<file path="config.mk">
export PLATFORM = sky130hd
export DESIGN_NAME = button_click_hold_detector_top_flat
export DESIGN_NICKNAME = d
export VERILOG_FILES = /design/src/rtl/bchd_pkg.sv /design/src/rtl/bchd_in_if.sv /design/src/rtl/bchd_out_if.sv /design/src/rtl/bchd_cfg_if.sv /design/src/rtl/button_click_hold_detector_top.sv /design/src/flat_wrapper.sv
export SDC_FILE = /design/constraint.sdc
export NUM_CORES = 1
export LEC_CHECK = 0
export BUFFER_PORTS_ARGS = -buffer_cell sky130_fd_sc_hd__clkbuf_2
export CAP_MARGIN = 25
export CELL_PAD_IN_SITES_DETAIL_PLACEMENT = 0
export CELL_PAD_IN_SITES_GLOBAL_PLACEMENT = 2
export CORE_UTILIZATION = 37
export CTS_CLUSTER_SIZE = 14
export DETAILED_ROUTE_END_ITERATION = 16
export GPL_TIMING_DRIVEN = 0
export PLACE_DENSITY = 0.76
export SLEW_MARGIN = 0
export SYNTH_ARGS = -nofsm -noshare
export SYNTH_HDL_FRONTEND = slang
export SYNTH_SLANG_ARGS = --single-unit
</file>
<file path="constraint.sdc">
create_clock -name i_clk -period 6.8 [get_ports i_clk]
set_input_delay 1.36 -clock i_clk [delete_from_list [all_inputs] [get_ports i_clk]]
set_output_delay 1.36 -clock i_clk [all_outputs]
set_load 0.01 [all_outputs]
</file>
<file path="src/rtl/bchd_pkg.sv">
// package: types and constants of the button click and hold detector
`default_nettype none

package bchd_pkg;

    localparam int unsigned USEC_W  = 32;
    localparam int unsigned COUNT_W = 8;
    localparam int unsigned PRESS_W = 32;
    localparam int unsigned CFG_IDX_W  = 2;
    localparam int unsigned CFG_DATA_W = 32;

    localparam logic [USEC_W-1:0]  SETTLE_RESET = USEC_W'(5 * 1000);
    localparam logic [COUNT_W-1:0] COUNT_MAX    = {COUNT_W{1'b1}};

    typedef enum logic [CFG_IDX_W-1:0] {
        CFG_ACTIVE_HIGH = 2'd0,
        CFG_SETTLE_USEC = 2'd1,
        CFG_HOLD_USEC   = 2'd2,
        CFG_CLICK_USEC  = 2'd3
    } t_cfg_idx;

    typedef enum logic [5:0] {
        PH_IDLE   = 6'b000001,
        PH_SETTLE = 6'b000010,
        PH_DOWN   = 6'b000100,
        PH_HOLD   = 6'b001000,
        PH_UP     = 6'b010000,
        PH_RESET  = 6'b100000
    } t_phase;

    typedef struct packed {
        logic               down_event;
        logic               hold_event;
        logic               release_event;
        logic               click_event;
        logic               up_event;
        logic [COUNT_W-1:0] click_count;
        logic [PRESS_W-1:0] press_number;
        logic               busy_res;
    } t_result;

endpackage

`default_nettype wire

</file>
<file path="src/rtl/bchd_in_if.sv">
// interface: input sample channel
`default_nettype none

interface bchd_in_if
    import bchd_pkg::*;
();
    logic              valid;
    logic              ready;
    logic              pin_level;
    logic [USEC_W-1:0] now_usec;

    modport source (output valid, output pin_level, output now_usec, input ready);
    modport sink   (input valid, input pin_level, input now_usec, output ready);
endinterface

`default_nettype wire

</file>
<file path="src/rtl/bchd_out_if.sv">
// interface: result channel
`default_nettype none

interface bchd_out_if
    import bchd_pkg::*;
();
    logic               valid;
    logic               ready;
    logic               down_event;
    logic               hold_event;
    logic               release_event;
    logic               click_event;
    logic               up_event;
    logic [COUNT_W-1:0] click_count;
    logic [PRESS_W-1:0] press_number;
    logic               busy_res;

    modport source (
        output valid, output down_event, output hold_event, output release_event,
        output click_event, output up_event, output click_count, output press_number,
        output busy_res, input ready
    );
    modport sink (
        input valid, input down_event, input hold_event, input release_event,
        input click_event, input up_event, input click_count, input press_number,
        input busy_res, output ready
    );
endinterface

`default_nettype wire

</file>
<file path="src/rtl/bchd_cfg_if.sv">
// interface: configuration write channel
`default_nettype none

interface bchd_cfg_if
    import bchd_pkg::*;
();
    logic                  valid;
    logic                  ready;
    logic [CFG_IDX_W-1:0]  index;
    logic [CFG_DATA_W-1:0] data;

    modport source (output valid, output index, output data, input ready);
    modport sink   (input valid, input index, input data, output ready);
endinterface

`default_nettype wire

</file>
<file path="src/rtl/button_click_hold_detector_top.sv">
// top level: push button debounce, hold and multi-click qualifier
//
//  channel  dir  word                                   accepted when
//  i_in     in   pin_level, now_usec                    valid & ready
//  o_out    out  events, click_count, press_number, busy valid & ready
//  i_cfg    in   index, data                            valid & ready (always ready)
//
// one sample per cycle while i_in.ready is high; its result is in the output register the next cycle
// the state update is a single pass of compare logic on the 32-bit elapsed time
// i_in.ready drops only while a result waits and o_out.ready is low
// synchronous active-low reset restores register defaults and the idle phase
`default_nettype none

module button_click_hold_detector_top
    import bchd_pkg::*;
(
    input  wire       i_clk,
    input  wire       i_rst_n,
    bchd_in_if.sink   i_in,
    bchd_out_if.source o_out,
    bchd_cfg_if.sink  i_cfg
);

    logic              r_active_high;
    logic [USEC_W-1:0] r_settle_usec;
    logic [USEC_W-1:0] r_hold_usec;
    logic [USEC_W-1:0] r_click_usec;

    t_phase             r_phase, n_phase;
    logic [USEC_W-1:0]  r_mark, n_mark;
    logic [COUNT_W-1:0] r_clicks, n_clicks;
    logic [PRESS_W-1:0] r_cur_press, n_cur_press;
    logic [PRESS_W-1:0] r_next_press, n_next_press;
    logic               r_busy, n_busy;

    logic    r_out_valid;
    t_result r_res, n_res;

    logic              in_acc;
    logic              pressed;
    logic [USEC_W-1:0] elapsed;

    assign i_cfg.ready = 1'b1;
    assign i_in.ready  = !r_out_valid || o_out.ready;
    assign in_acc      = i_in.valid && i_in.ready;

    assign pressed = (i_in.pin_level == r_active_high);
    assign elapsed = i_in.now_usec - r_mark;

    always_ff @(posedge i_clk) begin
        if (!i_rst_n) begin
            r_active_high <= 1'b0;
            r_settle_usec <= SETTLE_RESET;
            r_hold_usec   <= '0;
            r_click_usec  <= '0;
        end else if (i_cfg.valid) begin
            unique case (t_cfg_idx'(i_cfg.index))
                CFG_ACTIVE_HIGH: r_active_high <= i_cfg.data[0];
                CFG_SETTLE_USEC: r_settle_usec <= i_cfg.data[USEC_W-1:0];
                CFG_HOLD_USEC:   r_hold_usec   <= i_cfg.data[USEC_W-1:0];
                CFG_CLICK_USEC:  r_click_usec  <= i_cfg.data[USEC_W-1:0];
                default: ;
            endcase
        end
    end

    always_comb begin
        n_phase      = r_phase;
        n_mark       = r_mark;
        n_clicks     = r_clicks;
        n_cur_press  = r_cur_press;
        n_next_press = r_next_press;
        n_busy       = r_busy;
        n_res        = '0;

        unique case (r_phase)
            PH_IDLE: begin
                if (pressed) begin
                    n_phase      = PH_SETTLE;
                    n_mark       = i_in.now_usec;
                    n_cur_press  = r_next_press;
                    n_next_press = r_next_press + PRESS_W'(1);
                    n_busy       = 1'b1;
                end
            end
            PH_SETTLE: begin
                if (elapsed >= r_settle_usec) begin
                    if (pressed) begin
                        n_phase          = PH_DOWN;
                        n_res.down_event = 1'b1;
                    end else begin
                        n_phase = PH_RESET;
                    end
                end
            end
            PH_DOWN: begin
                if (pressed) begin
                    if (r_hold_usec == '0) begin
                        n_busy = 1'b0;
                    end else if (elapsed >= r_hold_usec) begin
                        n_phase           = PH_HOLD;
                        n_res.hold_event  = 1'b1;
                        n_res.click_count = r_clicks;
                    end
                end else begin
                    n_phase = PH_UP;
                    n_mark  = i_in.now_usec;
                    n_busy  = 1'b1;
                end
            end
            PH_HOLD: begin
                if (pressed) begin
                    n_busy = 1'b0;
                end else begin
                    n_phase             = PH_RESET;
                    n_res.release_event = 1'b1;
                    n_res.up_event      = 1'b1;
                    n_busy              = 1'b1;
                end
            end
            PH_UP: begin
                if ((r_click_usec != '0) && pressed) begin
                    n_phase = PH_DOWN;
                    n_mark  = i_in.now_usec;
                    if (r_clicks != COUNT_MAX) begin
                        n_clicks = r_clicks + COUNT_W'(1);
                    end
                end else if ((r_click_usec == '0) || (elapsed >= r_click_usec)) begin
                    n_phase           = PH_RESET;
                    n_res.click_event = 1'b1;
                    n_res.up_event    = 1'b1;
                    n_res.click_count = r_clicks;
                end
            end
            default: begin
                n_phase     = PH_IDLE;
                n_clicks    = '0;
                n_busy      = 1'b0;
                n_cur_press = '0;
            end
        endcase

        n_res.press_number = n_cur_press;
        n_res.busy_res     = n_busy;
    end

    always_ff @(posedge i_clk) begin
        if (!i_rst_n) begin
            r_phase      <= PH_IDLE;
            r_mark       <= '0;
            r_clicks     <= '0;
            r_cur_press  <= '0;
            r_next_press <= '0;
            r_busy       <= 1'b1;
            r_out_valid  <= 1'b0;
        end else begin
            if (in_acc) begin
                r_phase      <= n_phase;
                r_mark       <= n_mark;
                r_clicks     <= n_clicks;
                r_cur_press  <= n_cur_press;
                r_next_press <= n_next_press;
                r_busy       <= n_busy;
                r_out_valid  <= 1'b1;
            end else if (o_out.ready) begin
                r_out_valid  <= 1'b0;
            end
        end
    end

    always_ff @(posedge i_clk) begin
        if (in_acc) begin
            r_res <= n_res;
        end
    end

    assign o_out.valid         = r_out_valid;
    assign o_out.down_event    = r_res.down_event;
    assign o_out.hold_event    = r_res.hold_event;
    assign o_out.release_event = r_res.release_event;
    assign o_out.click_event   = r_res.click_event;
    assign o_out.up_event      = r_res.up_event;
    assign o_out.click_count   = r_res.click_count;
    assign o_out.press_number  = r_res.press_number;
    assign o_out.busy_res      = r_res.busy_res;

endmodule

`default_nettype wire

</file>
<file path="src/flat_wrapper.sv">
// flat-port wrapper written by rule: the top's interface ports become plain ports
module button_click_hold_detector_top_flat import bchd_pkg::*;
  (i_clk, i_rst_n, i_in_valid, i_in_pin_level, i_in_now_usec, i_in_ready, o_out_valid, o_out_down_event, o_out_hold_event, o_out_release_event, o_out_click_event, o_out_up_event, o_out_click_count, o_out_press_number, o_out_busy_res, o_out_ready, i_cfg_valid, i_cfg_index, i_cfg_data, i_cfg_ready);
  bchd_in_if i_in_i ();
  bchd_out_if o_out_i ();
  bchd_cfg_if i_cfg_i ();
  input  wire i_clk;
  input  wire i_rst_n;
  input wire logic [$bits(i_in_i.valid)-1:0] i_in_valid;
  input wire logic [$bits(i_in_i.pin_level)-1:0] i_in_pin_level;
  input wire logic [$bits(i_in_i.now_usec)-1:0] i_in_now_usec;
  output wire logic [$bits(i_in_i.ready)-1:0] i_in_ready;
  output wire logic [$bits(o_out_i.valid)-1:0] o_out_valid;
  output wire logic [$bits(o_out_i.down_event)-1:0] o_out_down_event;
  output wire logic [$bits(o_out_i.hold_event)-1:0] o_out_hold_event;
  output wire logic [$bits(o_out_i.release_event)-1:0] o_out_release_event;
  output wire logic [$bits(o_out_i.click_event)-1:0] o_out_click_event;
  output wire logic [$bits(o_out_i.up_event)-1:0] o_out_up_event;
  output wire logic [$bits(o_out_i.click_count)-1:0] o_out_click_count;
  output wire logic [$bits(o_out_i.press_number)-1:0] o_out_press_number;
  output wire logic [$bits(o_out_i.busy_res)-1:0] o_out_busy_res;
  input wire logic [$bits(o_out_i.ready)-1:0] o_out_ready;
  input wire logic [$bits(i_cfg_i.valid)-1:0] i_cfg_valid;
  input wire logic [$bits(i_cfg_i.index)-1:0] i_cfg_index;
  input wire logic [$bits(i_cfg_i.data)-1:0] i_cfg_data;
  output wire logic [$bits(i_cfg_i.ready)-1:0] i_cfg_ready;
  assign i_in_i.valid = i_in_valid;
  assign i_in_i.pin_level = i_in_pin_level;
  assign i_in_i.now_usec = i_in_now_usec;
  assign i_in_ready = i_in_i.ready;
  assign o_out_valid = o_out_i.valid;
  assign o_out_down_event = o_out_i.down_event;
  assign o_out_hold_event = o_out_i.hold_event;
  assign o_out_release_event = o_out_i.release_event;
  assign o_out_click_event = o_out_i.click_event;
  assign o_out_up_event = o_out_i.up_event;
  assign o_out_click_count = o_out_i.click_count;
  assign o_out_press_number = o_out_i.press_number;
  assign o_out_busy_res = o_out_i.busy_res;
  assign o_out_i.ready = o_out_ready;
  assign i_cfg_i.valid = i_cfg_valid;
  assign i_cfg_i.index = i_cfg_index;
  assign i_cfg_i.data = i_cfg_data;
  assign i_cfg_ready = i_cfg_i.ready;
  button_click_hold_detector_top u_core (.i_clk(i_clk), .i_rst_n(i_rst_n), .i_in(i_in_i), .o_out(o_out_i), .i_cfg(i_cfg_i));
endmodule
</file>
==> report_table.html <==
<table>
<tr><th>Metric</th><th>Value</th></tr>
<tr><th colspan="2">Run status</th></tr>
<tr><td>Result of the run</td><td>finished clean</td></tr>
<tr><th colspan="2">STA</th></tr>
<tr><td>RSZ-0062 raised after global routing</td><td>false</td></tr>
<tr><td>Final Setup Violations</td><td>0</td></tr>
<tr><td>Fin Clk Skew</td><td>between 0.015 and 0.02 ns</td></tr>
<tr><td>Worst slew margin</td><td>0.3700</td></tr>
<tr><td>Hold violation count in the final report</td><td>0</td></tr>
<tr><td>Share of the cycle needed by the critical path after routing</td><td>0.9217</td></tr>
<tr><td>Actual slew at the worst max-slew pin</td><td>0.9449 ns</td></tr>
<tr><td>Tmin final</td><td>6.268 ns</td></tr>
<tr><td>Maximum operating frequency</td><td>159.6 MHz</td></tr>
<tr><td>Final Max Slew Viols</td><td>0</td></tr>
<tr><th colspan="2">Worst hold path</th></tr>
<tr><td>Type of the worst min-delay path</td><td>reg2reg</td></tr>
<tr><td>Startpoint of the lowest-slack hold path</td><td>u_core.r_settle_usec[19]</td></tr>
<tr><td>Worst hold path depth</td><td>2</td></tr>
<tr><td>End point of the worst hold path</td><td>u_core.r_settle_usec[19]</td></tr>
<tr><th colspan="2">Worst setup path</th></tr>
<tr><td>Endpoint of the worst-slack reg-to-reg timing path</td><td>u_core.r_phase[5]</td></tr>
<tr><td>Reg-to-reg startpoint</td><td>u_core.r_mark[0]</td></tr>
<tr><td>Kind of capture point of the worst setup path</td><td>flip-flop</td></tr>
<tr><td>Buffering stage count on the worst path with inverters included</td><td>3</td></tr>
<tr><td>Startpoint class of the critical path</td><td>input port</td></tr>
<tr><td>Maximum fanout count along the critical path</td><td>7</td></tr>
<tr><td>R2r setup slk</td><td>1.14 ns</td></tr>
<tr><td>Req. time, crit path</td><td>7.31 ns</td></tr>
<tr><td>CP Class</td><td>in2reg</td></tr>
<tr><td>Kind of cell with the highest combined delay on the critical path</td><td>compound AO/OA/AOI/OAI gates</td></tr>
<tr><td>Critical path, cell by cell</td><td>clkbuf_2 &gt; inv_1 &gt; ha_1 &gt; inv_1 &gt; fa_1 &gt; a211oi_1 &gt; nor3_1 &gt; o31ai_2 &gt; nand3b_1 &gt; a31oi_1 &gt; a2111oi_2 &gt; o31ai_1 &gt; xor2_2 &gt; ha_1 &gt; nand4_1 &gt; nor4_2 &gt; nand2_1 &gt; a31oi_1 &gt; nor4_1 &gt; a211oi_2 &gt; o21a_1 &gt; mux2i_1</td></tr>
<tr><td>R2R depth</td><td>20</td></tr>
<tr><td>Signal arrival time at the worst endpoint</td><td>6.77 ns</td></tr>
<tr><td>Critical-path top delay cell</td><td>nor4_2</td></tr>
<tr><td>Peak per-stage delay on the critical path</td><td>0.47 ns</td></tr>
<tr><th colspan="2">Global route</th></tr>
<tr><td>Maximum number of pins on one net before global-route repair</td><td>43</td></tr>
<tr><td>Initial antenna violation count</td><td>0</td></tr>
<tr><td>Wire length of the first global-routing pass</td><td>61.69 mm</td></tr>
<tr><td>Global-route usage over all layers</td><td>0.2061</td></tr>
<tr><td>Via count of the first global-routing pass</td><td>approximately 11k</td></tr>
<tr><td>Final global-route overflow total</td><td>0</td></tr>
<tr><th colspan="2">Routing</th></tr>
<tr><td>Antenna Nets Post-Route</td><td>0</td></tr>
<tr><td>Initial DRC count</td><td>roughly 450</td></tr>
<tr><td>Number of iterations in the first detailed-routing pass</td><td>5</td></tr>
<tr><td>Routed wire per std cell</td><td>17.36 um</td></tr>
<tr><td>DRC</td><td>0</td></tr>
<tr><td>Vias per inst</td><td>roughly 5</td></tr>
<tr><td>Routed vias</td><td>11.43k</td></tr>
<tr><td>Total wire length after detailed routing</td><td>about 39 mm</td></tr>
<tr><th colspan="2">Clock network</th></tr>
<tr><td>Setup fix buffers added after clock tree synthesis</td><td>0</td></tr>
<tr><td>Number of clock sinks</td><td>255</td></tr>
<tr><td>Worst skew pair latency</td><td>0.58 ns</td></tr>
<tr><td>Clock buffers created by TritonCTS</td><td>30</td></tr>
<tr><td>Clock tree from TritonCTS</td><td>built</td></tr>
<tr><td>Root buffer cell</td><td>clkbuf_16</td></tr>
<tr><td>Longest Clk Path Bufs</td><td>3</td></tr>
<tr><td>Total number of H-tree levels</td><td>1</td></tr>
<tr><td>Post-CTS clock slew at the launch and capture registers of the worst setup and hold paths</td><td>0.06 ns</td></tr>
<tr><th colspan="2">Power and ir drop</th></tr>
<tr><td>Post-layout total power</td><td>4.343 mW</td></tr>
<tr><td>Total power divided by cell area</td><td>270.9 mW/mm^2</td></tr>
<tr><td>VDD IR-drop max</td><td>209.4 uV</td></tr>
<tr><td>P_leak</td><td>a little over 6 nW</td></tr>
<tr><th colspan="2">Synthesis</th></tr>
<tr><td>Nets in the synthesized netlist</td><td>1803</td></tr>
<tr><td>Most common cell in the netlist</td><td>nand2_1</td></tr>
<tr><td>Area contributors post-synth</td><td>dfxtp_1 30%, ha_1 12%, edfxtp_1 10%, nand2_1 6.6%, a21oi_1 5.5%</td></tr>
<tr><td>Unique masters post-synth</td><td>68</td></tr>
<tr><td>Number of flip-flops and latches in the synthesized netlist</td><td>255</td></tr>
<tr><td>Synthesized cell area</td><td>0.01378 sq mm</td></tr>
<tr><td>Post-synth top area cell</td><td>dfxtp_1</td></tr>
<tr><td>Mean area per synthesized cell</td><td>8.608 sq um</td></tr>
<tr><td>List of most frequent post-synthesis cells</td><td>244 x nand2_1, 209 x dfxtp_1, 151 x a21oi_1</td></tr>
<tr><td>Leading register cell type out of synthesis</td><td>dfxtp_1</td></tr>
<tr><td>Ys Warns</td><td>0</td></tr>
<tr><td>EDFF count, synth</td><td>46</td></tr>
<tr><td>Async SR Flop Fraction</td><td>0</td></tr>
<tr><td>Fraction of synthesized cell area taken by the top area cell type</td><td>0.3036</td></tr>
<tr><td>Sequential-to-total area share from yosys stat</td><td>0.4038</td></tr>
<tr><td>Synthesized instance count</td><td>1601</td></tr>
<tr><th colspan="2">Place</th></tr>
<tr><td>Placed cells</td><td>2189</td></tr>
<tr><td>Count of buffers inserted at the top-level ports</td><td>119</td></tr>
<tr><td>Final estimated routing congestion in global placement</td><td>approximately 0.86</td></tr>
<tr><td>DP HPWL</td><td>30.05 mm</td></tr>
<tr><th colspan="2">Floorplan</th></tr>
<tr><td>Vertical die dimension</td><td>195.0 um</td></tr>
<tr><td>Floorplan die area</td><td>0.03802 sq mm</td></tr>
<tr><td>Top-level I/O count</td><td>121</td></tr>
<tr><td>Core Region</td><td>between 0.03 and 0.04 sq mm</td></tr>
<tr><td>Rows</td><td>70</td></tr>
<tr><td>Initial standard-cell utilization of the core</td><td>0.3764</td></tr>
<tr><td>Width of the chip</td><td>195.0 um</td></tr>
<tr><th colspan="2">Flow run</th></tr>
<tr><td>Number of max-cap violations</td><td>0</td></tr>
<tr><th colspan="2">Finish</th></tr>
<tr><td>Antenna Diode Count</td><td>0</td></tr>
<tr><td>Fraction of final layout cells with drive strength greater than 1</td><td>0.1094</td></tr>
<tr><td>Util after Layout</td><td>0.4379</td></tr>
<tr><td>Layout area overhead</td><td>16.34%</td></tr>
<tr><td>Number of standard cells in the layout, taps in and fillers out</td><td>2242</td></tr>
<tr><td>Final #Nets</td><td>1955</td></tr>
</table>
timing repair:
item                                    4_1_cts  5_1_grt
resized for setup                             2        3
hold endpoints to repair                      0        0
hold buffers                                  0        0
pin swaps                                     0        0
endpoints found under the setup margin        5        5
registers in the layout (all words and copies together) (netlist names), 6 cells and up:
signal / count
u_core.r_next_press: 32
u_core.r_clicks: 8
u_core.r_click_usec: 32
u_core.r_mark: 32
u_core.r_settle_usec: 32
u_core.o_out.click_count: 8
u_core.o_out.press_number: 32
u_core.r_phase: 6
u_core.r_hold_usec: 32
u_core.r_cur_press: 32
layout by cell type, fill, tap and decap left out, types with 16 or more instances in the layout:
cell type / instances
mux2i_1: 71
xnor2_1: 26
xor2_1: 33
o21ai_0: 41
a21o_1: 20
a22o_1: 32
nor2_1: 139
clkbuf_1: 53
clkbuf_16: 32
a21oi_1: 151
nand2_1: 244
nand3_1: 31
inv_1: 146
nor2b_1: 16
nor4_1: 25
nand4_1: 24
ha_1: 129
edfxtp_1: 46
dfxtp_1: 209
clkbuf_2: 119
worst reg2reg max path, stage by stage (launching register included):
cell and delay (ns):
dfxtp_1 0.34, ha_1 0.23, inv_1 0.07, fa_1 0.43, a211oi_1 0.32, nor3_1 0.16, o31ai_2 0.42, nand3b_1 0.23
a31oi_1 0.12, a2111oi_2 0.46, o31ai_1 0.19, xor2_2 0.22, ha_1 0.35, nand4_1 0.19, nor4_2 0.47, nand2_1 0.14
a31oi_1 0.30, nor4_1 0.10, a211oi_2 0.38, o21a_1 0.29, mux2i_1 0.20
metal layers:
| metal | track usage | up-vias | share of wire |
|---|---|---|---|
| met5 | 0 | - | 0 |
| met4 | 0.05628 | 0 | 0.024 |
| li1 | - | 5848 | - |
| met1 | 0.2683 | 5333 | 0.47 |
| met2 | 0.3565 | 188 | 0.47 |
| met3 | 0.02729 | 56 | 0.034 |
final cells by class:
| cell class | count | area, sq um |
|---|---|---|
| inverter | 146 | 548.0 |
| buffer | 63 | 252.7 |
| clock inverter | 12 | 116.4 |
| sequential | 255 | 5565 |
| tap | 468 | 585.6 |
| multi-input combinational | 1137 | 7445 |
| timing repair buffer | 120 | 615.6 |
| fill | 3748 | 20580 |
| clock buffer | 41 | 904.6 |
power breakdown:
part	total, mW	internal, mW	switching (mW)
combinational	1.08	0.416	0.667
clock	1.63	0.967	0.666
sequential	1.63	1.60	0.0326
stage by stage:
| stage | worst slack [ns] | hold WS, ns | setup TNS, ns | cell area [sq um] |
|---|---|---|---|---|
| after floorplan | 1.140 | 0.4363 | 0 | 13780 |
| after global placement | -0.8138 | 0.4428 | -7.125 | 14960 |
| after detailed placement | -0.8308 | 0.4469 | -7.388 | 14980 |
| after CTS | 0.1409 | 0.4553 | 0 | 16010 |
| after global routing | 0.08696 | 0.4806 | 0 | 16030 |
| final | 0.5324 | 0.4538 | 0 | 16030 |
kinds of logic (layout without fill, tap and decap cells):
logic type,Yosys count,count (layout),share of synthesized area
XOR/XNOR,60,60,0.03813
multiplexers,71,71,0.05157
AO/OA/AOI/OAI,322,322,0.1470
AND/OR/NAND/NOR,553,553,0.1826
flip-flops,255,255,0.4038
buffers and inverters,209,382,0.05802
other,1,1,0.0002721
adder cells (fa/ha/maj),130,130,0.1186
worst max-delay path by stage:
stage / startpoint / endpoint / depth (start not counted)
floorplan: i_in_now_usec[0] / u_core.r_phase[2] / 21
global placement: i_in_now_usec[0] / u_core.r_phase[5] / 22
detailed placement: i_in_now_usec[0] / u_core.r_phase[5] / 22
CTS: i_in_now_usec[0] / u_core.r_phase[5] / 22
global route: i_in_now_usec[0] / u_core.r_phase[5] / 22
finish: i_in_now_usec[0] / u_core.r_phase[5] / 22
Power figures use the tool's default switching activity.
